===== config.mk =====
export PLATFORM = sky130hd
export DESIGN_NAME = dsc_fifo
export DESIGN_NICKNAME = d
export VERILOG_FILES = /design/src/hw/rtl/dsc_fifo.sv
export SDC_FILE = /design/constraint.sdc
export NUM_CORES = 1
export LEC_CHECK = 0
export BUFFER_PORTS_ARGS = -buffer_cell sky130_fd_sc_hd__buf_2
export CORE_UTILIZATION = 48
export CTS_CLUSTER_SIZE = 40
export DETAILED_ROUTE_END_ITERATION = 8
export PLACE_DENSITY = 0.83
export SETUP_SLACK_MARGIN = 0.4
export SLEW_MARGIN = 20
export SYNTH_ARGS = -nofsm -noshare
export SYNTH_HDL_FRONTEND = slang
export SYNTH_SLANG_ARGS = --single-unit

===== constraint.sdc =====
create_clock -name clk -period 1.62 [get_ports clk]
set_input_delay 0.081 -clock clk [delete_from_list [all_inputs] [get_ports clk]]
set_output_delay 0.081 -clock clk [all_outputs]
set_load 0.01 [all_outputs]

===== src/hw/rtl/dsc_fifo.sv =====
// ----------------------------------------------------------------------------
// dsc_fifo
// small first-in first-out queue between the front and the back
// ----------------------------------------------------------------------------
module dsc_fifo #(
	parameter int WIDTH = 8,
	parameter int DEPTH = 2
) (
	input  logic             clk,
	input  logic             arst_n,
	input  logic             wr_valid,
	output logic             wr_ready,
	input  logic [WIDTH-1:0] wr_data,
	output logic             rd_valid,
	input  logic             rd_ready,
	output logic [WIDTH-1:0] rd_data
);

	localparam int PTR_W = (DEPTH > 1) ? $clog2(DEPTH) : 1;
	localparam int CNT_W = $clog2(DEPTH + 1);

	logic [WIDTH-1:0] entry_q [DEPTH];
	logic [PTR_W-1:0] wr_ptr_q;
	logic [PTR_W-1:0] rd_ptr_q;
	logic [CNT_W-1:0] count_q;
	logic             do_wr;
	logic             do_rd;

	assign wr_ready = (count_q != CNT_W'(DEPTH));
	assign rd_valid = (count_q != '0);
	assign rd_data  = entry_q[rd_ptr_q];
	assign do_wr    = wr_valid && wr_ready;
	assign do_rd    = rd_valid && rd_ready;

	always_ff @(posedge clk or negedge arst_n) begin
		if (!arst_n) begin
			wr_ptr_q <= '0;
			rd_ptr_q <= '0;
			count_q  <= '0;
		end else begin
			if (do_wr) begin
				wr_ptr_q <= (wr_ptr_q == PTR_W'(DEPTH - 1)) ? '0 : wr_ptr_q + 1'b1;
			end
			if (do_rd) begin
				rd_ptr_q <= (rd_ptr_q == PTR_W'(DEPTH - 1)) ? '0 : rd_ptr_q + 1'b1;
			end
			if (do_wr && !do_rd) begin
				count_q <= count_q + 1'b1;
			end else if (do_rd && !do_wr) begin
				count_q <= count_q - 1'b1;
			end
		end
	end

	always_ff @(posedge clk) begin
		if (do_wr) begin
			entry_q[wr_ptr_q] <= wr_data;
		end
	end

endmodule


# Word level (Yosys, flattened, before mapping)
# Memory sizes are Yosys's and may differ from the RTL's.
# Index checks and enable logic that the tools add are counted.
# word_totals
regBits	4
latch_bits	0
output_inout_bits	10
rom_bits	0
mem_count	1
mem_bits_rw	16
elab_cells	23
# classes
muxes	6
n_addsub	4
magnitude_cmp	0
multipliers	0
n_div	0
shifts	0
bitwise_logic	0
reduce_logical	8
n_eq_ne	1
# mem_list
name	depth	width	read_ports	rd_ports_with_merged_regs	write_ports	line_no	text
entry_q	2	8	1	0	1	22	logic [WIDTH-1:0] entry_q [DEPTH];
# ops
operator	n
logical AND 1 bit	4
two-way mux 1 bit	4
two-way mux 2 bit	2
nonzero test 2 bit	2
adder 1 bit, second input constant	2
adder 2 x 1 -> 2 bit, second input constant	1
zero test 1 bit	2
inequality test 2 bit, second input constant	1
subtractor 2 x 1 -> 2 bit, second input constant	1

# Longest topological paths before layout
# Gate-level depths: netlist of the first run.
# logic_depth
word_depth	6
ltp_mapped	7
depth_no_buf	7

# Worst setup path before layout of the first run
# No wires, ideal clock.
# synth_timing
path_kind	register -> register
start	register count_q[0]
end	memory entry_q[0][0], enable pin
synth_period_minus_slack_ns	1.386
t_arrival_ns	1.016
stages_incl_launch_ff	4
path_buffers	0
setup_slack_ns	0.234
path_cell_list	dfrtp_1 > nand2b_4 > nand2_1 > nor2_1
# synth_via
elab_chain_len	4
# synth_rtl
element	line_no	text
start, declared	25	logic [CNT_W-1:0] count_q;
start signal, assigned	48	count_q <= count_q + 1'b1;
start signal, assigned	50	count_q <= count_q - 1'b1;
inequality test 2 bit	29	assign wr_ready = (count_q != CNT_W'(DEPTH));
net wr_ready	12	output logic wr_ready,
logical AND 1 bit	32	assign do_wr = wr_valid && wr_ready;
two-way mux 1 bit	56	if (do_wr) begin
two-way mux 1 bit (not written as such)	57	entry_q[wr_ptr_q] <= wr_data;
end, declared	22	
# The timed path passes the listed nets, and every way through them passes these cells.

# Final worst setup path of the first run
# layout_timing
start	register rd_ptr_q
end	output port rd_data[3]
# layout_via
elab_chain_len	1
# layout_rtl
element	line_no	text
start, declared	24	logic [PTR_W-1:0] rd_ptr_q;
start signal, assigned	45	rd_ptr_q <= (rd_ptr_q == PTR_W'(DEPTH - 1)) ? '0 : rd_ptr_q + 1'b1;
memory (2 x 8 bit)	n/a	
end, declared	16	output logic [WIDTH-1:0] rd_data
# Every way passes these cells.

==> reports/metrics.yaml, run 1 <==
fmax_mhz: 734
fin_cells: 101
whs_path_depth: 3
path_max_fanout: 5
worst_ep_required_time_ns: 1.54
worstSkewPairLatency_ns: 0.29
start_kind: "flip-flop"
netlist.area_leader.share_pct: 61.0
synth.most_common_cell: "edfxtp_1"
timing_hold_violations_final: 0
synth_nets: 56
fillers: 86
outcome: "completed"
core_area_sq_um: 1520
drt-pass1-iter-count: 2
track_usage_pct: 17.6
cts-root-buf: "clkbuf_4"
viasPerCell: 4.81
final_util_pct: 78.1
arrival_ns: 1.28
area_growth_pct: 51.2
clockBufferDepth: 2
gp_congestion: 0.773
grt_max_degree: 12
cts.reportedPaths.clkPinSlew_ns: 0.11
rsz0062_at_grt: "true"
cts_made_buffers: 3
first_global_vias: 482
initial_core_util_pct: 51.6
synth_seq_cells: 20
drtAntennaViolNets: 0
dpl.hpwl_um: 766
synth_area_leaders: "edfxtp_1 61%, dfrtp_1 13%, mux2_2 11%"
holdCritStartpoint: "wr_valid"
fin_ws_ns: 0.258
yosysUniqueCellTypes: 14
rrSetupSlack_ns: 0.26
num_antenna_cells: 0
wirelength_mm: 1.36
fin_tns_setup_ns: 0
setup_viol: 0
synth_edf_count: 16
endpoint_kind: "output pin"
dpl_cell_area_sq_um: 925
fin_total_pwr_mw: 2.02
slew_viol_final: 0
drive_above_1_share_pct: 58.8
synth_ff_type: "edfxtp_1"
syn_area_per_cell_sq_um: 18.3
reg2reg_depth: 6
io_buffers: 21
wl_per_cell_um: 13.4
r2r_start: "count_q[1]"
placedCellCount: 79
h-tree-depth: 1
cts_tree: "done"
hp-class: "input pin to flip-flop"
netlist_area_sq_um: 787
row_count: 14
whs_ns: 0.0832
yosysSeqAreaShare_pct: 73.8
netlist_instances: 43
slew_headroom_pct: 82.2
rr_endpoint: "count_q[1]"
yosys_warnings: 0
design_area_sq_um: 1190
synth_commonest_cells: "16 x edfxtp_1, 8 x mux2_2, 4 x dfrtp_1"
fin_crit_ns: 1.36
drt_iter0_drc: 10
clock-skew-final_ns: 0.000826
worst_pin_slew_ns: 0.266
irDropWorstVdd_uv: 1090
power_leakage_nw: 0.498
grt-ovfl-total: 0
yosys.area.top_type: "edfxtp_1"
power.density_nw_per_um2: 1700
fin_crit_sh_pct: 84.0
pre_cts_ws_ns: 0.239
ios: 22
drc_errors: 0
path_class: "flip-flop to output pin"
grt_antenna_before_repair: 0
async_reset_ff_share_pct: 20.0
die_x_um: 42.5
drv_cap: 0
vias: 486
die_area_sq_um: 1810
die_h_um: 42.5
grt_pass1_wl_mm: 2.21
nNetsFinal: 99
clock_sinks: 20
hold_end: "wr_ptr_q"
## layer usage
metal,global-route usage [%],up-vias,share of wire [%]
met3,3.02,2,2.2
met4,10.0,0,1.3
met5,0,-,0
li1,-,245,-
met1,21.3,228,43
met2,29.5,11,54
## worst max-delay path by stage
stage	start	to	cells past startpoint
5_1_grt	count_q[1]	count_q[1]	6
2_1_floorplan	count_q[0]	count_q[1]	6
4_1_cts	count_q[1]	count_q[1]	6
6_report	rd_ptr_q	rd_data[3]	3
3_5_place_dp	count_q[0]	entry_q[0][5]	3
3_3_place_gp	count_q[0]	count_q[1]	6
## cell families (layout without fill, tap and decap cells)
logic type	Yosys count	count (layout)	share of synthesized area [%]
DFF	20	20	73.8
muxes	8	8	11.4
and+or+nand+nor	7	7	6.52
xor gates and xnor gates	5	5	5.57
buffers and inverters	2	44	1.11
adders and majority gates	1	1	1.59
## critical path: stages (launching register included)
cell,delay (ns)
dfrtp_2,0.40
buf_6,0.13
mux2_2,0.34
buf_6,0.12
## flip-flops by register name, indices dropped and copies added (netlist names)
register / cells
count_q: 2
entry_q: 16
rd_ptr_q: 1
wr_ptr_q: 1
## power breakdown
part	total, mW	internal [mW]	leakage [nW]	switching [mW]
sequential	0.798	0.721	0.194	0.0764
clock	0.232	0.0895	0.0154	0.143
combinational	0.991	0.599	0.288	0.392
## what timing repair did
item	CTS	global route
pin swaps	3	4
endpoints found under the hold margin	20	0
setup endpoints to repair	27	11
resized for setup	15	5
setup buffers	8	1
hold buffers	9	0
gates cloned	0	0
## cell type report
cell class	count	area (sq um)	area share [%]
repair buffers	39	320	26.9
inverters	1	3.75	0.315
flip-flops and latches	20	582	48.9
clock buffers	3	22.5	1.89
well taps	16	20.0	1.68
multi-input cells	21	238	20.0
clock inverters	1	3.75	0.315
## layout by cell type (no fill, tap or decap), types with 2 or more instances in the layout
cell type / count
buf_2: 13
buf_4: 7
buf_6: 10
clkbuf_4: 3
dfrtp_1: 3
dlygate4sd3_1: 9
edfxtp_1: 16
mux2_2: 5
mux2_4: 3
nand2_4: 2
xnor2_1: 3
xor2_1: 2
Note: power is estimated with default switching activity, not from simulation.
==> run 2: changes to the inputs <==
==> constraint.sdc (replaced) <==
create_clock -name clk -period 1.4 [get_ports clk]
set_input_delay 0.07 -clock clk [delete_from_list [all_inputs] [get_ports clk]]
set_output_delay 0.07 -clock clk [all_outputs]
set_load 0.01 [all_outputs]
==> run 2 against run 1 <==
Effect of this change: die area is the same; highest routed layer unchanged; via count increased by 1.4%; routed wire length rose by 22%; clock-buffer cell count stayed put; critical endpoint is now rd_data[5].
==> reports/metrics.yaml, run 2 (synthesis gave the netlist of run 1 again) <==
drive_above_1_share_pct: 62.4  # was 58.8%
viasPerCell: 4.88  # was 4.81
r2r_start: "count_q[1]"  # unchanged
cts-root-buf: "clkbuf_4"  # unchanged
power_leakage_nw: 0.544  # was 0.498 nW
timing_hold_violations_final: 0  # unchanged
cts_tree: "done"  # unchanged
final_common_cell: "edfxtp_1"  # unchanged
area_growth_pct: 59.8  # was 51.2%
path_class: "flip-flop to output pin"  # unchanged
gp_congestion: 0.792  # was 0.773
die_area_sq_um: 1810  # unchanged
num_antenna_cells: 0  # unchanged
worst_pin_slew_ns: 0.271  # was 0.266 ns
irDropWorstVdd_uv: 1370  # was 1090 uV
worstSkewPairLatency_ns: 0.29  # about the same
slew_viol_final: 0  # unchanged
fin_crit_ns: 1.37
grt_pass1_wl_mm: 2.39  # was 2.21 mm
fin_cells: 101  # unchanged
track_usage_pct: 19.2  # was 17.6%
startpoint: "rd_ptr_q"  # unchanged
final_util_pct: 82.5  # was 78.1%
die_h_um: 42.5  # unchanged
vias: 493  # was 486
drv_cap: 0  # unchanged
drc_errors: 0  # unchanged
final_cell_mix: "16 x edfxtp_1, 15 x buf_6, 12 x buf_2, 9 x dlygate4sd3_1, 8 x mux2_4"  # was 16 x edfxtp_1, 13 x buf_2, 10 x buf_6, 9 x dlygate4sd3_1, 7 x buf_4
hp-class: "input pin to async pin"  # was input pin to flip-flop
wirelength_mm: 1.65  # was 1.36 mm
dpl_cell_area_sq_um: 940  # was 925 sq um
top_usage_layer: "met2"  # unchanged
grt_max_degree: 12  # unchanged
fin_crit_sh_pct: 98.1
grt_use_met1_pct: 22.1  # was 21.3%
top_register: "entry_q"  # unchanged
grt_use_met2_pct: 32.6  # was 29.5%
fmax_mhz: 728
cts_made_buffers: 3  # unchanged
die_x_um: 42.5  # unchanged
fillers: 79  # was 86
biggestRegsByFlops: "entry_q x16, count_q x2"  # unchanged
clock-skew-final_ns: 0.00365  # was 0.000826 ns
wl_per_cell_um: 16.3  # was 13.4 um
first_global_vias: 528  # was 482
nNetsFinal: 99  # unchanged
placedCellCount: 79  # unchanged
cts.reportedPaths.clkPinSlew_ns: 0.10  # was 0.11 ns
drt-pass1-iter-count: 1  # was 2
worst_ep_required_time_ns: 1.33  # was 1.54 ns
design_area_sq_um: 1260  # was 1190 sq um
outcome: "completed"  # unchanged
setup_viol: 0  # unchanged
h-tree-depth: 1  # unchanged
power.density_nw_per_um2: 2040  # was 1700 nW/um^2
rsz0062_at_grt: "true"  # unchanged
initial_core_util_pct: 51.6  # unchanged
grt-ovfl-total: 0  # unchanged
start_kind: "flip-flop"  # unchanged
io_buffers: 21  # unchanged
clockBufferDepth: 2  # unchanged
row_count: 14  # unchanged
drtAntennaViolNets: 0  # unchanged
clock_sinks: 20  # unchanged
fin_total_pwr_mw: 2.56  # was 2.02 mW
ios: 22  # unchanged
arrival_ns: 1.30  # was 1.28 ns
path_max_fanout: 5  # unchanged
dpl.hpwl_um: 856  # was 766 um
whs_ns: 0.123  # was 0.0832 ns
drt_iter0_drc: 0  # was 10
grt_antenna_before_repair: 0  # unchanged
met3_usage_pct: 5.17  # was 3.02%
largest_reg_flops: 16  # unchanged
endpoint_kind: "output pin"  # unchanged
core_area_sq_um: 1520  # unchanged
slew_headroom_pct: 81.9  # was 82.2%
==> run 2: cell counts in the layout (fill, tap and decap cells not counted) <==
No cell type changed its count.
==> run 2: repair_timing <==
action	in CTS	in global routing
setup buffers	8	1
pin swaps	7	3
gates cloned	0	0
endpoints found under the setup margin	28	30
resized for setup	9	21
hold endpoints to repair	20	0
hold buffers	9	0
==> run 2: area by class of cell <==
cell class	instances	area, sq um	share of cell area (%)
Multi-Input combinational cell	21	283	22.5
Sequential cell	20	583	46.4
Timing Repair Buffer	39	342	27.2
Clock buffer	3	22.5	1.79
Tap cell	16	20.0	1.59
Inverter	1	3.75	0.299
Clock inverter	1	3.75	0.299
==> run 2: critical path: stages (launching register included) <==
cell and delay (ns):
dfrtp_2 0.44, buf_6 0.14, mux2_4 0.31, buf_6 0.12
==> run 2: path summary, 6_finish.rpt <==
check / depth (start not counted) / endpoint / slack (ns)
min reg2reg: 1 / count_q[1] / 0.53
max reg2reg: 6 / count_q[1] / 0.05
min: 2 / wr_ptr_q / 0.12
max in group asynchronous: 2 / count_q[1] / 1.14
max: 3 / rd_data[5] / 0.03
min in group clk: 4 / rd_ptr_q / 0.15
==> run 2: per-stage QoR <==
| step | setup slack (ns) | TNS (ns) |
|---|---|---|
| 6_report | 0.0272 | 0 |
| 2_1_floorplan | 0.0683 | 0 |
| 3_3_place_gp | 0.0660 | 0 |
| 3_5_place_dp | 0.0146 | 0 |
| 5_1_grt | -0.0383 | -0.0811 |
| 4_1_cts | 0.0226 | 0 |
==> run 2: layer usage <==
metal  routed length [um]  vias up
li1                     -      239
met1                  659      234
met2                  916       16
met3                   37        4
met4                   36        0
met5                    0        -
==> run 2: report_power, final <==
group / internal [mW] / switching, mW
sequential: 0.839 / 0.110
combinational: 0.829 / 0.523
clock: 0.104 / 0.159
==> run 3: changes to the inputs <==
--- a/config.mk
+++ b/config.mk
@@ -6,7 +6,9 @@
 export NUM_CORES = 1
 export LEC_CHECK = 0
 export BUFFER_PORTS_ARGS = -buffer_cell sky130_fd_sc_hd__buf_2
-export CORE_UTILIZATION = 48
+export CELL_PAD_IN_SITES_DETAIL_PLACEMENT = 1
+export CELL_PAD_IN_SITES_GLOBAL_PLACEMENT = 2
+export CORE_UTILIZATION = 34
 export CTS_CLUSTER_SIZE = 40
 export DETAILED_ROUTE_END_ITERATION = 8
 export PLACE_DENSITY = 0.83
==> run 3 against run 2 <==
Effect of this change: non-clock buffer count grew 6; maximum frequency shrank 0.20%; design area grew 8.1%; critical path type is now flip-flop to flip-flop; routed wire length shrank 1.6%; cell count grew 18%; flip-flop and latch count is the same; combinational power grew 16%; core utilization shrank 20 points; sequential power is essentially flat.
==> reports/metrics.yaml, run 3 (synthesis gave the netlist of run 1 again) <==
track_usage_pct: 14.2  # was 19.2%
fmax_mhz: 727  # was 728 MHz
initial_core_util_pct: 35.9  # was 51.6%
largest_reg_flops: 16  # unchanged
clock-skew-final_ns: 0.000626  # was 0.00365 ns
start_kind: "flip-flop"  # unchanged
grt-ovfl-total: 0  # unchanged
cts-root-buf: "clkbuf_4"  # unchanged
met2_length_um: 921  # was 916 um
ios: 22  # unchanged
cts_made_buffers: 3  # unchanged
grt_max_degree: 12  # unchanged
final_common_cell: "buf_6"  # was edfxtp_1
slew_viol_final: 0  # unchanged
drtAntennaViolNets: 0  # unchanged
path_max_fanout: 3  # was 5
final_cell_mix: "18 x buf_6, 16 x edfxtp_1, 11 x buf_2, 9 x dlygate4sd3_1, 8 x mux2_4"  # was 16 x edfxtp_1, 15 x buf_6, 12 x buf_2, 9 x dlygate4sd3_1, 8 x mux2_4
irDropWorstVdd_uv: 1220  # was 1370 uV
cts.reportedPaths.clkPinSlew_ns: 0.11  # was 0.10 ns
area_growth_pct: 72.7  # was 59.8%
worstSkewPairLatency_ns: 0.29  # about the same
clock_sinks: 20  # unchanged
die_h_um: 50.1  # was 42.5 um
arrival_ns: 1.56  # was 1.30 ns
cts_tree: "done"  # unchanged
io_buffers: 21  # unchanged
fin_ws_ns: 0.0244  # was 0.0272 ns
first_global_vias: 552  # was 528
met3WireLength_um: 62  # was 37 um
setup_viol: 0  # unchanged
gp_congestion: 0.600  # was 0.792
outcome: "completed"  # unchanged
grt_pass1_wl_mm: 2.46  # was 2.39 mm
h-tree-depth: 1  # unchanged
drv_cap: 0  # unchanged
nNetsFinal: 105  # was 99
top_register: "entry_q"  # unchanged
fin_crit_ns: 1.38  # was 1.37 ns
worst_pin_slew_ns: 0.254  # was 0.271 ns
core_area_sq_um: 2190  # was 1520 sq um
endpoint_kind: "flip-flop"  # was output pin
wl_met1_um: 598  # was 659 um
row_count: 17  # was 14
timing_hold_violations_final: 0  # unchanged
whs_ns: 0.107  # was 0.123 ns
path_class: "flip-flop to flip-flop"  # was flip-flop to output pin
dpl.hpwl_um: 886  # was 856 um
wirelength_mm: 1.62  # was 1.65 mm
clockBufferDepth: 2  # unchanged
num_antenna_cells: 0  # unchanged
die_x_um: 50.1  # was 42.5 um
power.density_nw_per_um2: 2080  # was 2040 nW/um^2
wl_per_cell_um: 13.6  # was 16.3 um
pre_cts_ws_ns: -0.0270  # was 0.0146 ns
highest_layer: "met4"  # unchanged
vias: 517  # was 493
drt-pass1-iter-count: 4  # was 1
slew_headroom_pct: 83.0  # was 81.9%
drive_above_1_share_pct: 69.2  # was 62.4%
power_leakage_nw: 0.584  # was 0.544 nW
drt_iter0_drc: 3  # was 0
fin_crit_sh_pct: 98.3  # was 98.1%
biggestRegsByFlops: "entry_q x16, count_q x2"  # unchanged
worst_ep_required_time_ns: 1.58  # was 1.33 ns
rsz0062_at_grt: "true"  # unchanged
viasPerCell: 4.34  # was 4.88
drc_errors: 0  # unchanged
grt_antenna_before_repair: 0  # unchanged
die_area_sq_um: 2510  # was 1810 sq um
hp-class: "input pin to async pin"  # unchanged
## run 3: changes by cell type in the layout (fill, tap and decap cells not counted)
cell and change:
inv_4 +1, inv_1 -1, buf_6 +3, xor2_2 +1, buf_4 +4, buf_2 -1
clkinv_1 -1, nor2_1 -1, xor2_1 -1, nor2_4 +1, clkbuf_8 +1
## run 3: cell type report
type	instances	area [sq um]
clock buffers	4	36.3
fillers	205	832
inverters	1	6.26
multi-input cells	21	298
flip-flops and latches	20	583
well taps	28	35.0
repair buffers	45	400
## run 3: worst max-delay path, cell delays in order (launching register included)
cell and delay (ns):
dfrtp_2 0.45, or2_4 0.25, nand2_4 0.07, ha_4 0.13, xor2_2 0.18, nor2_4 0.04
xor2_1 0.14
## run 3: final timing paths
| check | from | slack [ns] | end | cells past startpoint |
|---|---|---|---|---|
| hold reg to reg | wr_ptr_q | 0.58 | wr_ptr_q | 1 |
| setup reg to reg | count_q[1] | 0.02 | count_q[1] | 6 |
| hold / removal | arst_n | 0.11 | count_q[0] | 2 |
| max in group asynchronous | arst_n | 1.15 | rd_ptr_q | 2 |
| setup / recovery | count_q[1] | 0.02 | count_q[1] | 6 |
| min in group clk | rd_ready | 0.21 | count_q[0] | 4 |
## run 3: per-stage QoR
step | instances | cell area, sq um | TNS [ns] | utilization [%] | power, mW
global placement | 91 | 955 | 0 | 43.6 | 1.68
CTS | 116 | 1210 | 0 | 55.2 | 2.39
finish | 119 | 1360 | 0 | 62.0 | 2.83
global route | 119 | 1360 | -0.0331 | 62.0 | 2.97
floorplan | 43 | 820 | 0 | - | 1.48
detailed placement | 91 | 955 | -0.0270 | 43.6 | 1.71
## run 3: timing repair
action                                  4_1_cts  5_1_grt
resized for setup                            10       27
endpoints found under the hold margin        20        0
cloned                                        0        0
pin swaps                                     8        5
setup buffers                                12        3
endpoints found under the setup margin       29       30
hold buffers                                  9        0
## run 3: metal layers
metal	vias up	global-route usage [%]
met2	18	24.7
met5	-	0
li1	249	-
met3	4	3.09
met1	246	15.0
met4	0	10.0
## run 3: power breakdown
part	internal (mW)	total (mW)	switching (mW)	leakage (nW)
clock	0.158	0.323	0.165	0.0210
combinational	0.985	1.56	0.575	0.369
sequential	0.838	0.947	0.109	0.193
total	1.98	2.83	0.849	0.584
