### config.mk
export PLATFORM = sky130hd
export DESIGN_NAME = dsc_front
export DESIGN_NICKNAME = d
export VERILOG_FILES = /design/src/hw/rtl/dsc_pkg.sv /design/src/hw/rtl/dsc_front.sv
export SDC_FILE = /design/constraint.sdc
export NUM_CORES = 1
export LEC_CHECK = 0
export BUFFER_PORTS_ARGS = -buffer_cell sky130_fd_sc_hd__buf_2
export CAP_MARGIN = 10
export CORE_UTILIZATION = 43
export CTS_CLUSTER_SIZE = 10
export DETAILED_ROUTE_END_ITERATION = 10
export PLACE_DENSITY_LB_ADDON = 0.15
export SYNTH_ARGS = -nofsm -noshare
export SYNTH_HDL_FRONTEND = slang
export SYNTH_SLANG_ARGS = --single-unit
export TNS_END_PERCENT = 5
### constraint.sdc
create_clock -name clk -period 5.9 [get_ports clk]
set_input_delay 0.59 -clock clk [delete_from_list [all_inputs] [get_ports clk]]
set_output_delay 0.59 -clock clk [all_outputs]
set_load 0.02 [all_outputs]
### src/hw/rtl/dsc_pkg.sv
// ----------------------------------------------------------------------------
// dsc_pkg
// widths, outcome codes and result type of the duplicate event cache
// ----------------------------------------------------------------------------
package dsc_pkg;

	localparam int SIG_W     = 32;
	localparam int TS_W      = 64;
	localparam int OUTCOME_W = 2;
	localparam int SLOT_W    = 6;

	localparam logic [TS_W-1:0] WINDOW_RST = 64'd10000000;

	// outcome codes
	localparam logic [OUTCOME_W-1:0] OUT_SUPPRESS = 2'd0;
	localparam logic [OUTCOME_W-1:0] OUT_REFRESH  = 2'd1;
	localparam logic [OUTCOME_W-1:0] OUT_INSERT   = 2'd2;
	localparam logic [OUTCOME_W-1:0] OUT_EVICT    = 2'd3;

	typedef struct packed {
		logic                 report;
		logic [OUTCOME_W-1:0] outcome;
		logic [SLOT_W-1:0]    slot_used;
	} res_t;

endpackage

### src/hw/rtl/dsc_front.sv
// ----------------------------------------------------------------------------
// dsc_front
// takes an event, fixes a zero signature and reduces it to its home slot
// ----------------------------------------------------------------------------
module dsc_front import dsc_pkg::*; #(
	parameter int SLOT_COUNT = 64
) (
	input  logic                 clk,
	input  logic                 arst_n,
	input  logic                 start,
	input  logic [SIG_W-1:0]     signature,
	input  logic [TS_W-1:0]      timestamp,
	output logic                 busy,
	output logic                 push_valid,
	input  logic                 push_ready,
	output logic [SIG_W-1:0]     push_sig,
	output logic [TS_W-1:0]      push_ts,
	output logic [(SLOT_COUNT > 1 ? $clog2(SLOT_COUNT) : 1)-1:0] push_home
);

	localparam int IDX_W  = (SLOT_COUNT > 1) ? $clog2(SLOT_COUNT) : 1;
	// quotient by reciprocal multiplication, exact for every 32-bit signature:
	// q = (n * ceil(2^(SIG_W+LOG_M) / SLOT_COUNT)) >> (SIG_W+LOG_M)
	localparam int LOG_M  = $clog2(SLOT_COUNT);
	localparam int SHIFT  = SIG_W + LOG_M;
	localparam int MAG_W  = SIG_W + 1;
	localparam int PROD_W = SIG_W + MAG_W;

	localparam logic [63:0]      POW2    = 64'd1 << SHIFT;
	localparam logic [MAG_W-1:0] MAGIC   =
		MAG_W'((POW2 + 64'(SLOT_COUNT) - 64'd1) / 64'(SLOT_COUNT));
	localparam logic [SIG_W-1:0] DIVISOR = SIG_W'(SLOT_COUNT);

	localparam logic [1:0] F_IDLE = 2'd0;
	localparam logic [1:0] F_MUL  = 2'd1;
	localparam logic [1:0] F_REM  = 2'd2;
	localparam logic [1:0] F_PUSH = 2'd3;

	logic [1:0]        state_q;
	logic [SIG_W-1:0]  sig_q;
	logic [TS_W-1:0]   ts_q;
	logic [PROD_W-1:0] prod_q;
	logic [IDX_W-1:0]  rem_q;
	logic [PROD_W-1:0] prod;
	logic [PROD_W-1:0] prod_shr;
	logic [SIG_W-1:0]  quot;
	logic [SIG_W-1:0]  back_prod;
	logic [SIG_W-1:0]  rem_full;
	logic [IDX_W-1:0]  rem_nxt;

	// F_MUL step: signature times the reciprocal
	assign prod      = {{MAG_W{1'b0}}, sig_q} * {{SIG_W{1'b0}}, MAGIC};
	// F_REM step: remainder from the quotient
	assign prod_shr  = prod_q >> SHIFT;
	assign quot      = prod_shr[SIG_W-1:0];
	assign back_prod = quot * DIVISOR;
	assign rem_full  = sig_q - back_prod;
	assign rem_nxt   = rem_full[IDX_W-1:0];

	always_ff @(posedge clk or negedge arst_n) begin
		if (!arst_n) begin
			state_q <= F_IDLE;
		end else begin
			unique case (state_q)
				F_IDLE: begin
					if (start) begin
						state_q <= F_MUL;
					end
				end
				F_MUL: state_q <= F_REM;
				F_REM: state_q <= F_PUSH;
				F_PUSH: begin
					if (push_ready) begin
						state_q <= F_IDLE;
					end
				end
			endcase
		end
	end

	always_ff @(posedge clk) begin
		if (state_q == F_IDLE && start) begin
			// zero is the empty mark, so it is folded onto one
			sig_q <= (signature == '0) ? SIG_W'(1) : signature;
			ts_q  <= timestamp;
		end
		if (state_q == F_MUL) begin
			prod_q <= prod;
		end
		if (state_q == F_REM) begin
			rem_q <= rem_nxt;
		end
	end

	assign busy       = (state_q != F_IDLE);
	assign push_valid = (state_q == F_PUSH);
	assign push_sig   = sig_q;
	assign push_ts    = ts_q;
	assign push_home  = rem_q;

endmodule

=== Word-level counts from Yosys, hierarchy flattened ===
Index checks and enable logic that the tools add are counted.

* Register bits after elaboration: 104
* Output and inout bits: 104
* Logic and storage cells: 18

* $add $sub $neg: 1
* Equality and inequality tests: 5
* Muxes and demuxes: 3
* Reductions and logical operators: 5

{| class="wikitable"
|+ Operators with widths
! cell !! number
|-
| zero test 32 bit || 1
|-
| one-hot mux 2 bit (4 select lines) || 1
|-
| subtractor 6 x 1 -> 6 bit (second input constant) || 1
|-
| == test 2 bit (second input constant) || 2
|-
| 2-to-1 mux 2 bit || 2
|-
| == test 2 x 1 -> 1 bit (second input constant) || 1
|-
| zero test 2 bit || 1
|-
| != test 2 x 1 -> 1 bit (second input constant) || 1
|-
| != test 2 bit (second input constant) || 1
|-
| AND reduction 2 bit || 1
|-
| nonzero test 2 bit || 1
|-
| logical AND 1 bit || 1
|}

=== Longest topological paths before layout ===
Gate-level depths: netlist (run 1).

* Depth after elaboration: 3
* Depth in mapped cells: 4
* Mapped depth without buffers: 4

=== Worst setup path before layout (run 1) ===
Ideal clock, no wire load.

* Path type: register -> register
* Start point: register state_q[0]
* End point: register sig_q[0], in the netlist push_sig[0] (enable)
* Arrival: 4.806 ns
* Data required time: 5.347 ns
* Slack: 0.541 ns
* Stages on the path, launching flop included: 5
* Path buffers: 0
* Clock period less this slack: 5.359 ns
* Cells stage by stage: dfrtp_1 inv_1 ha_1 inv_1 nor2_1

* Cells in the longest elaborated chain, start to end: 2

{| class="wikitable"
|+ Ends and longest elaborated chain
! element !! line !! text
|-
| start, declared || dsc_front.sv:39 || <nowiki>logic [1:0] state_q;</nowiki>
|-
| start signal, assigned || dsc_front.sv:62 || <nowiki>state_q <= F_IDLE;</nowiki>
|-
| start signal, assigned || dsc_front.sv:67 || <nowiki>state_q <= F_MUL;</nowiki>
|-
| start signal, assigned || dsc_front.sv:70 || <nowiki>F_MUL: state_q <= F_REM;</nowiki>
|-
| zero test 2 bit || dsc_front.sv:82 || <nowiki>if (state_q == F_IDLE && start) begin</nowiki>
|-
| logical AND 1 bit || dsc_front.sv:82 ||
|-
| end signal, assigned || dsc_front.sv:84 || <nowiki>sig_q <= (signature == '0) ? SIG_W'(1) : signature;</nowiki>
|-
| end, declared || dsc_front.sv:40 || <nowiki>logic [SIG_W-1:0] sig_q;</nowiki>
|}

No other way between the ends.
A chain may end at the register's enable or synchronous reset.

=== Final worst setup path (run 1) ===
* Start point: register state_q[0]
* End point: register ts_q[38], in the netlist push_ts[38] (enable)

* Cells in the longest elaborated chain, start to end: 2

{| class="wikitable"
|+ Ends and longest elaborated chain
! element !! line !! text
|-
| zero test 2 bit || dsc_front.sv:82 ||
|-
| logical AND 1 bit || dsc_front.sv:82 ||
|-
| end signal, assigned || dsc_front.sv:85 || <nowiki>ts_q <= timestamp;</nowiki>
|-
| end, declared || dsc_front.sv:41 || <nowiki>logic [TS_W-1:0] ts_q;</nowiki>
|}

No other way between the ends.

==> metrics.yaml, run 1 <==
clocking:
  clk-insertion-delay-late_ns: 0.34
  clock_path_buffers: 2
  post_cts_buffers: 0
  clock_sinks: 104
  root_buffer: "clkbuf_8"
  cts-buffers-inserted: 9
  clk_pin_slew_ns: 0.09
  htreeDepth: 3
  cts_tree: "yes"
logic_synthesis:
  synth_top_family_by_area: "buffers and inverters"
  synth-xor-area-share: 0
  seq_area_frac_synth: 0.915
  synthMuxAreaShare: 0.00331
  ys_warn_count: 0
  synthesis.instances: 158
  synth_compound_area_frac: 0.00773
  synth_simple_gate_area_frac: 0.0239
  synth_seq_cells: 104
  synth.avg_cell_area_um2: 21.5
  syn_area_um2: 3400
  synth_nets: 261
  yosys.area_share.adder: 0.0110
  yosys.cell_types.count: 14
finish:
  final_layout_size_suffix_gt1_frac: 0.644
  final_area_um2: 4710
  nNetsFinal: 447
  diodes: 0
  finish.utilization: 0.612
  final_cells: 450
  synthToLayoutAreaGrowth_pct: 38.4
  fill_cells: 626
setup_path:
  crit_path_start: "state_q[0]"
  r2r_slack_ns: 3.60
  worstReg2RegEnd: "push_ts[38]"
  cp-endpoint: "push_ts[38]"
  worstSetupPathType: "flop to flop"
  timing.rr.start: "state_q[0]"
  endpoint_kind: "flop"
  crit_fanout: 52
  ff2ff_path_depth: 6
  start_kind: "flop"
  crit_arrival_ns: 2.27
  cp.required_ns: 5.87
floorplanning:
  num_io_pins: 204
  die_w_um: 90.9
  rows: 32
  start_util: 0.442
  core_area_um2: 7690
  die_y_um: 90.9
  die_area_um2: 8270
place:
  place_hpwl_mm: 4.98
  placed_cells: 433
  dp_slack_ns: 3.12
  numPortBuffers: 203
  dpl_cell_area_um2: 4440
  gp_congestion: 0.745
sta:
  hold_slack_ns: 0.416
  setup_viol_count_final: 0
  final_max_slew_viol_count: 0
  hold_viol_final: 0
  fin_ws_ns: 3.60
  fin_setup_tns_ns: 0
  slew_headroom: 0.581
  finClkSkew_ns: 0.00882
  timing.final.crit_share: 0.389
  rsz0062_at_grt: "false"
  fmax_mhz: 436
  tightest_slew_ns: 0.629
  period_needed_ns: 2.30
detailed_routing:
  firstDrtPassIters: 6
  drc_errors: 0
  viasPerCell: 4.50
  drt_iter0_drc: 59
  vias: 2026
  postRouteAntennaNets: 0
  wire_per_inst_um: 14.3
  wl_mm: 6.44
global_route:
  grt_pass1_vias: 1973
  globalRoute.totalOverflow: 0
  grt_first_pass_wirelength_mm: 9.65
  grt_max_degree: 53
  antenna_found_initial: 0
  grt_usage: 0.156
power:
  p_leak_nw: 1.95
  powerDensity_nw_per_um2: 416
  total_power_mw: 1.96
  ir_drop_v: 0.000196
outcome:
  outcome: "complete, no violations"
worst_hold_path:
  worstHoldPathType: "input pin to flop"
run:
  max_cap_viol_count: 0
## placed cells by master (no fill, tap or decap), drive strengths merged
master       count
nor4             8
clkinv           1
a21oi            1
nor2             1
clkbuf           9
buf            205
o32a             1
ha               3
dlygate4sd3      1
bufinv           3
nand4            2
nor2b            1
mux2             1
dfrtp            2
o21bai           1
edfxtp         102
clkinvlp         2
inv              4
## report_power, final
group | total, mW | internal, mW | switching (mW)
Combinational | 0.448 | 0.139 | 0.309
Sequential | 1.02 | 0.984 | 0.0323
Clock | 0.495 | 0.278 | 0.217
Total | 1.96 | 1.40 | 0.559
## routing by layer
layer,track usage,up-vias,routed length [µm]
met5,0,-,0
met4,0.0622,0,108
met3,0.0570,11,664
met2,0.268,121,3330
met1,0.177,949,2340
li1,-,945,-
## cell families after synthesis
family / after synthesis
flops: 104
buf+inv: 35
simple gates: 12
compound gates: 3
fa+ha+maj: 3
mux: 1
## cells in the mapped netlist
library cell,n,area share
nor4_2,1,0.0037
nor2_1,1,0.0011
nand4_1,2,0.0037
edfxtp_1,102,0.90
clkbuf_1,31,0.034
inv_1,4,0.0044
mux2_2,1,0.0033
nor4_1,7,0.013
o32a_1,1,0.0029
ha_1,3,0.011
dfrtp_1,2,0.015
o21bai_1,1,0.0022
a21oi_2,1,0.0026
nor2b_2,1,0.0026
## layout make-up
type / count / area [µm²] / share of cell area
clock buffer: 9 / 124 / 0.0263
clock inverter: 6 / 109 / 0.0231
inverter: 4 / 15.0 / 0.00319
multi-input combinational: 19 / 164 / 0.0348
sequential: 104 / 3110 / 0.662
tap: 102 / 128 / 0.0271
timing repair buffer: 206 / 1050 / 0.224
## flip-flops by register name, indices dropped and copies added (netlist names)
signal     cells
push_home      6
push_sig      32
push_ts       64
state_q        2
## timing repair
item                      4_1_cts  5_1_grt
resized for setup               0        0
hold endpoints to repair        0        2
hold buffers                    0        1
## worst min-delay path by stage
stage,from,to,cells after the start
after floorplan,arst_n,state_q[0],0
after global placement,arst_n,state_q[0],1
after detailed placement,arst_n,state_q[0],1
after CTS,arst_n,state_q[0],1
after global routing,timestamp[28],push_ts[28],1
final,timestamp[15],push_ts[15],1
## critical path, cell delays in order, from the launching register on
cell     delay [ns]
dfrtp_1        0.41
inv_1          0.10
ha_1           0.20
inv_1          0.09
nor2_4         0.29
buf_12         0.26
buf_4          0.56
Power figures use the tool's default switching activity.
==> run 2, diff against run 1 <==
- clock period: 5.9 -> 2.2 ns (I/O delays scaled with it)
==> run 2 against run 1 <==
- final area decreased by 0.51%
- sequential cell count unchanged
- critical path type unchanged
- final cell count unchanged
- highest routed layer unchanged
- global-route usage increased by 0.50 points
==> metrics.yaml, run 2 (synthesis gave the netlist of run 1 again) <==
finish:
  final_cell_mix: "buf_2 (203), edfxtp_1 (102), clkbuf_8 (9)"
  largest_reg_flops: 64
  final_area_um2: 4680
  final_layout_size_suffix_gt1_frac: 0.658
  nNetsFinal: 447
  final_cells: 450
  synthToLayoutAreaGrowth_pct: 37.7
  finish.utilization: 0.609
  fill_cells: 630
  diodes: 0
  final_common_cell: "buf_2"
global_route:
  grt_pass1_vias: 2046
  grt_max_degree: 81
  grt_first_pass_wirelength_mm: 9.84
  grt_usage: 0.161
  globalRoute.totalOverflow: 0
  antenna_found_initial: 0
clocking:
  cts-buffers-inserted: 9
  cts_tree: "yes"
  htreeDepth: 3
  cts-hold-fix-buffers: 1
  clock_sinks: 104
  clk_pin_slew_ns: 0.10
  root_buffer: "clkbuf_8"
  clk-insertion-delay-late_ns: 0.35
  post_cts_buffers: 0
  cts_resized: 0
  clock_path_buffers: 2
setup_path:
  endpoint_kind: "flop"
  start_kind: "flop"
  r2r_slack_ns: 0.66
  crit_arrival_ns: 1.55
  crit_fanout: 80
  worstSetupPathType: "flop to flop"
  ff2ff_path_depth: 5
  worstReg2RegEnd: "push_sig[1]"
  crit_path_start: "state_q[1]"
  timing.rr.start: "state_q[1]"
  cp.required_ns: 2.21
detailed_routing:
  vias: 1992
  drc_errors: 0
  viasPerCell: 4.43
  drt_iter0_drc: 87
  postRouteAntennaNets: 0
  firstDrtPassIters: 6
  wl_mm: 6.43
  wire_per_inst_um: 14.3
floorplanning:
  core_area_um2: 7690
  num_io_pins: 204
  start_util: 0.442
  die_y_um: 90.9
  rows: 32
  die_area_um2: 8270
  die_w_um: 90.9
sta:
  slew_headroom: 0.721
  fmax_mhz: 648
  hold_viol_final: 0
  fin_setup_tns_ns: 0
  tightest_slew_ns: 0.419
  fin_ws_ns: 0.656
  timing.final.crit_share: 0.702
  rsz0062_at_grt: "false"
  hold_slack_ns: 0.0322
  setup_viol_count_final: 0
  finClkSkew_ns: 0.0106
  final_max_slew_viol_count: 0
  period_needed_ns: 1.54
run:
  max_cap_viol_count: 0
worst_hold_path:
  worst_hold_path.num_cells: 1
  worstHoldPathType: "input pin to flop"
  holdPathEnd: "push_ts[3]"
  hold_start: "timestamp[3]"
place:
  numPortBuffers: 203
  placed_cells: 434
  dpl_cell_area_um2: 4480
  dp_slack_ns: 0.668
  gp_congestion: 0.725
outcome:
  outcome: "complete, no violations"
power:
  ir_drop_v: 0.000464
  total_power_mw: 5.10
  powerDensity_nw_per_um2: 1090
  p_leak_nw: 1.93
-- run 2: cell count changes in the layout (fill, tap and decap cells not counted), sizes merged --
| cell | before | now |
|---|---|---|
| bufinv | 3 | 1 |
| clkinvlp | 2 | 3 |
| inv | 4 | 5 |
-- run 2: critical path, stage by stage (launching register included) --
cell	delay (ns)
dfrtp_1	0.42
inv_2	0.08
ha_4	0.15
inv_4	0.04
nor2_4	0.10
buf_12	0.34
-- run 2: routing by layer --
layer,up-vias,global-route usage,share of wire
li1,946,-,-
met1,921,0.173,0.37
met2,112,0.280,0.52
met3,13,0.0561,0.087
met4,0,0.0833,0.023
met5,-,0,0
-- run 2: final cells by class --
type / count / area [µm²] / area share
Clock buffer: 9 / 124 / 0.0265
Clock inverter: 6 / 70.1 / 0.0150
Inverter: 4 / 17.5 / 0.00374
Multi-Input combinational cell: 19 / 176 / 0.0377
Sequential cell: 104 / 3110 / 0.665
Tap cell: 102 / 128 / 0.0273
Timing Repair Buffer: 206 / 1050 / 0.225
-- run 2: worst max-delay path by stage --
stage | slack [ns] | end | depth (start not counted)
finish | 0.66 | push_sig[1] | 5
global route | 0.57 | push_ts[26] | 5
CTS | 0.66 | push_ts[10] | 5
detailed placement | 0.67 | push_sig[27] | 5
global placement | 0.69 | push_ts[48] | 5
floorplan | -0.30 | push_sig[0] | 4
-- run 2: power breakdown --
part           internal (mW)  leakage (nW)  switching [mW]  total (mW)
registers               2.64         0.963          0.0858        2.72
clock network          0.525        0.0879           0.621        1.15
logic                  0.390         0.876           0.836        1.23
==> run 3, diff against run 2 <==
- ABC_AREA: unset -> 1
- CORE_UTILIZATION: 43 -> 39
- clock period: 2.2 -> 1.4 ns (I/O delays scaled with it)
==> run 3 against run 2 <==
- non-clock buffer count grew 102
- setup slack got worse by 0.64 ns
- largest power group unchanged
- highest routed layer unchanged
- via count increased by 25%
- sequential share of layout area decreased by 13 points
==> metrics.yaml, run 3 <==
sta:
  final_max_slew_viol_count: 0
  hold_viol_final: 0
  fmax_mhz: 722
  hold_slack_ns: 0.0802
  finClkSkew_ns: 0.00858
  timing.final.crit_share: 0.989
  tightest_slew_ns: 0.303
  setup_viol_count_final: 0
  period_needed_ns: 1.38
  rsz0062_at_grt: "true"
  slew_headroom: 0.798
  fin_setup_tns_ns: 0
clocking:
  clock_path_buffers: 2
  clock_sinks: 104
  root_buffer: "clkbuf_8"
  clk_pin_slew_ns: 0.10
  clk-insertion-delay-late_ns: 0.35
  htreeDepth: 3
  cts_tree: "yes"
  cts-buffers-inserted: 9
detailed_routing:
  drt_iter0_drc: 30
  wire_per_inst_um: 14.5
  wl_mm: 8.42
  viasPerCell: 4.30
  firstDrtPassIters: 4
  vias: 2492
  drc_errors: 0
  postRouteAntennaNets: 0
logic_synthesis:
  seq_area_frac_synth: 0.901
  yosys-top-cells-area: "edfxtp_1 (89%), clkbuf_1 (3.4%), nor2_1 (2.4%), dfrtp_1 (1.4%), nand2_1 (1.3%)"
  async_flop_share: 0.0192
  synthesis.instances: 182
  yosysMostFrequentCell: "edfxtp_1"
  yosys.cell_types.count: 12
  synth_top_area_cell: "edfxtp_1"
  synth_seq_cells: 104
  synth-main-ff-cell: "edfxtp_1"
  yosysTopAreaCellShare: 0.886
  synth_nets: 285
  yosys-top-cells-count: "edfxtp_1 (102), clkbuf_1 (31), nor2_1 (22), nand2_1 (12), inv_1 (5)"
  synth_edf_count: 102
  ys_warn_count: 0
  syn_area_um2: 3460
  synth.avg_cell_area_um2: 19.0
place:
  gp_congestion: 0.770
  placed_cells: 467
  place_hpwl_mm: 5.40
  dpl_cell_area_um2: 4580
  numPortBuffers: 203
global_route:
  grt_pass1_vias: 2601
  grt_max_degree: 43
  grt_use_met1: 0.182
  grt_busiest_layer: "met2"
  globalRoute.totalOverflow: 0
  use_met2: 0.348
  met3_usage: 0.0513
  grt_usage: 0.185
  grt_first_pass_wirelength_mm: 12.2
  antenna_found_initial: 0
setup_path:
  ff2ff_path_depth: 5
  start_kind: "flop"
  worstReg2RegEnd: "push_ts[37]"
  r2r_slack_ns: 0.02
  crit_arrival_ns: 1.24
  cp.required_ns: 1.26
  crit_fanout: 2
  endpoint_kind: "output pin"
  timing.rr.start: "state_q[1]"
  crit_slowest_cell: "dfrtp_1"
  worstSetupPathType: "flop to output pin"
  max_stage_delay_ns: 0.40
  crit_chain: "inv_2, ha_4, buf_4, inv_4, buf_6"
power:
  switchingPower_mw: 2.59
  clkPwrFrac: 0.236
  total_power_mw: 8.66
  combPwrFrac: 0.272
  ir_drop_v: 0.000719
  swShare: 0.299
  powerDensity_nw_per_um2: 1490
  seqPwrFrac: 0.492
  p_int_mw: 6.07
  p_leak_nw: 2.42
finish:
  fill_cells: 605
  final_cells: 580
  largest_reg_flops: 64
  final_common_cell: "buf_2"
  diodes: 0
  nNetsFinal: 573
  synthToLayoutAreaGrowth_pct: 67.9
  final_layout_size_suffix_gt1_frac: 0.499
  final_area_um2: 5800
  final_cell_mix: "buf_2 (201), edfxtp_1 (102), dlygate4sd3_1 (96)"
floorplanning:
  start_util: 0.412
  num_io_pins: 204
  die_y_um: 96.1
  die_w_um: 96.1
  rows: 33
  die_area_um2: 9240
  core_area_um2: 8380
worst_hold_path:
  hold_start: "signature[0]"
  holdPathEnd: "push_sig[0]"
  worstHoldPathType: "input pin to flop"
  worst_hold_path.num_cells: 3
outcome:
  outcome: "complete, no violations"
run:
  max_cap_viol_count: 0
-- run 3: changes by cell type after synthesis, moves of 2 or more --
cell,change
nor2_1,+21
nand2_1,+12
nor4_1,-7
nand4_1,-2
-- run 3: final cells by class --
| class | count | area [µm²] | area share |
|---|---|---|---|
| clock buffers | 9 | 124 | 0.0214 |
| clock inverters | 7 | 101 | 0.0175 |
| inverters | 6 | 28.8 | 0.00496 |
| multi-input cells | 41 | 221 | 0.0382 |
| flip-flops and latches | 104 | 3110 | 0.537 |
| well taps | 105 | 131 | 0.0226 |
| repair buffers | 308 | 2080 | 0.359 |
-- run 3: how the worst max path moves through the flow --
stage,from,endpoint,slack [ns]
detailed placement,state_q[0],push_ts[36],-0.008
global placement,state_q[0],push_ts[39],0.004
floorplan,state_q[0],push_sig[0],-1.06
finish,state_q[1],busy,0.02
CTS,state_q[1],busy,0.007
global route,state_q[1],push_sig[23],-0.04
-- run 3: power groups by stage --
stage / combinational, mW / sequential [mW] / clock [mW]
2_1_floorplan: 0.525 / 4.99 / 0
3_3_place_gp: 2.02 / 4.31 / 0
3_5_place_dp: 2.04 / 4.32 / 0
4_1_cts: 2.36 / 4.26 / 2.11
5_1_grt: 2.53 / 4.32 / 2.19
6_report: 2.36 / 4.26 / 2.05
-- run 3: cell families after synthesis --
logic type	share of synthesized area
AND/OR/NAND/NOR	0.0369
flip-flops	0.901
adder cells (fa/ha/maj)	0.0109
AO/OA/AOI/OAI	0.0112
buffers and inverters	0.0402
-- run 3: repair_timing --
item	CTS	global route
hold buffers	96	0
pin swaps	1	0
hold endpoints to repair	97	0
endpoints found under the setup margin	81	81
resized for setup	9	0
gates cloned	0	0
setup buffers	1	0
-- run 3: worst max-delay path: cells and delay by family, from the launching register on --
kind                       cells  cell delay [ns]
buffers and inverters          4             0.35
adders and majority gates      1             0.13
DFF                            1             0.40
-- run 3: stage by stage --
step	worst slack, ns	util
2_1_floorplan	-1.06	-
3_3_place_gp	0.00351	0.546
3_5_place_dp	-0.00834	0.546
4_1_cts	0.00740	0.692
5_1_grt	-0.0436	0.692
6_report	0.0156	0.692
-- run 3: metal layers --
layer / vias up / share of wire / routed length, µm
met5: - / 0 / 0
met4: 0 / 0.035 / 291
met3: 25 / 0.087 / 729
met2: 137 / 0.52 / 4370
met1: 1128 / 0.36 / 3030
li1: 1202 / - / -
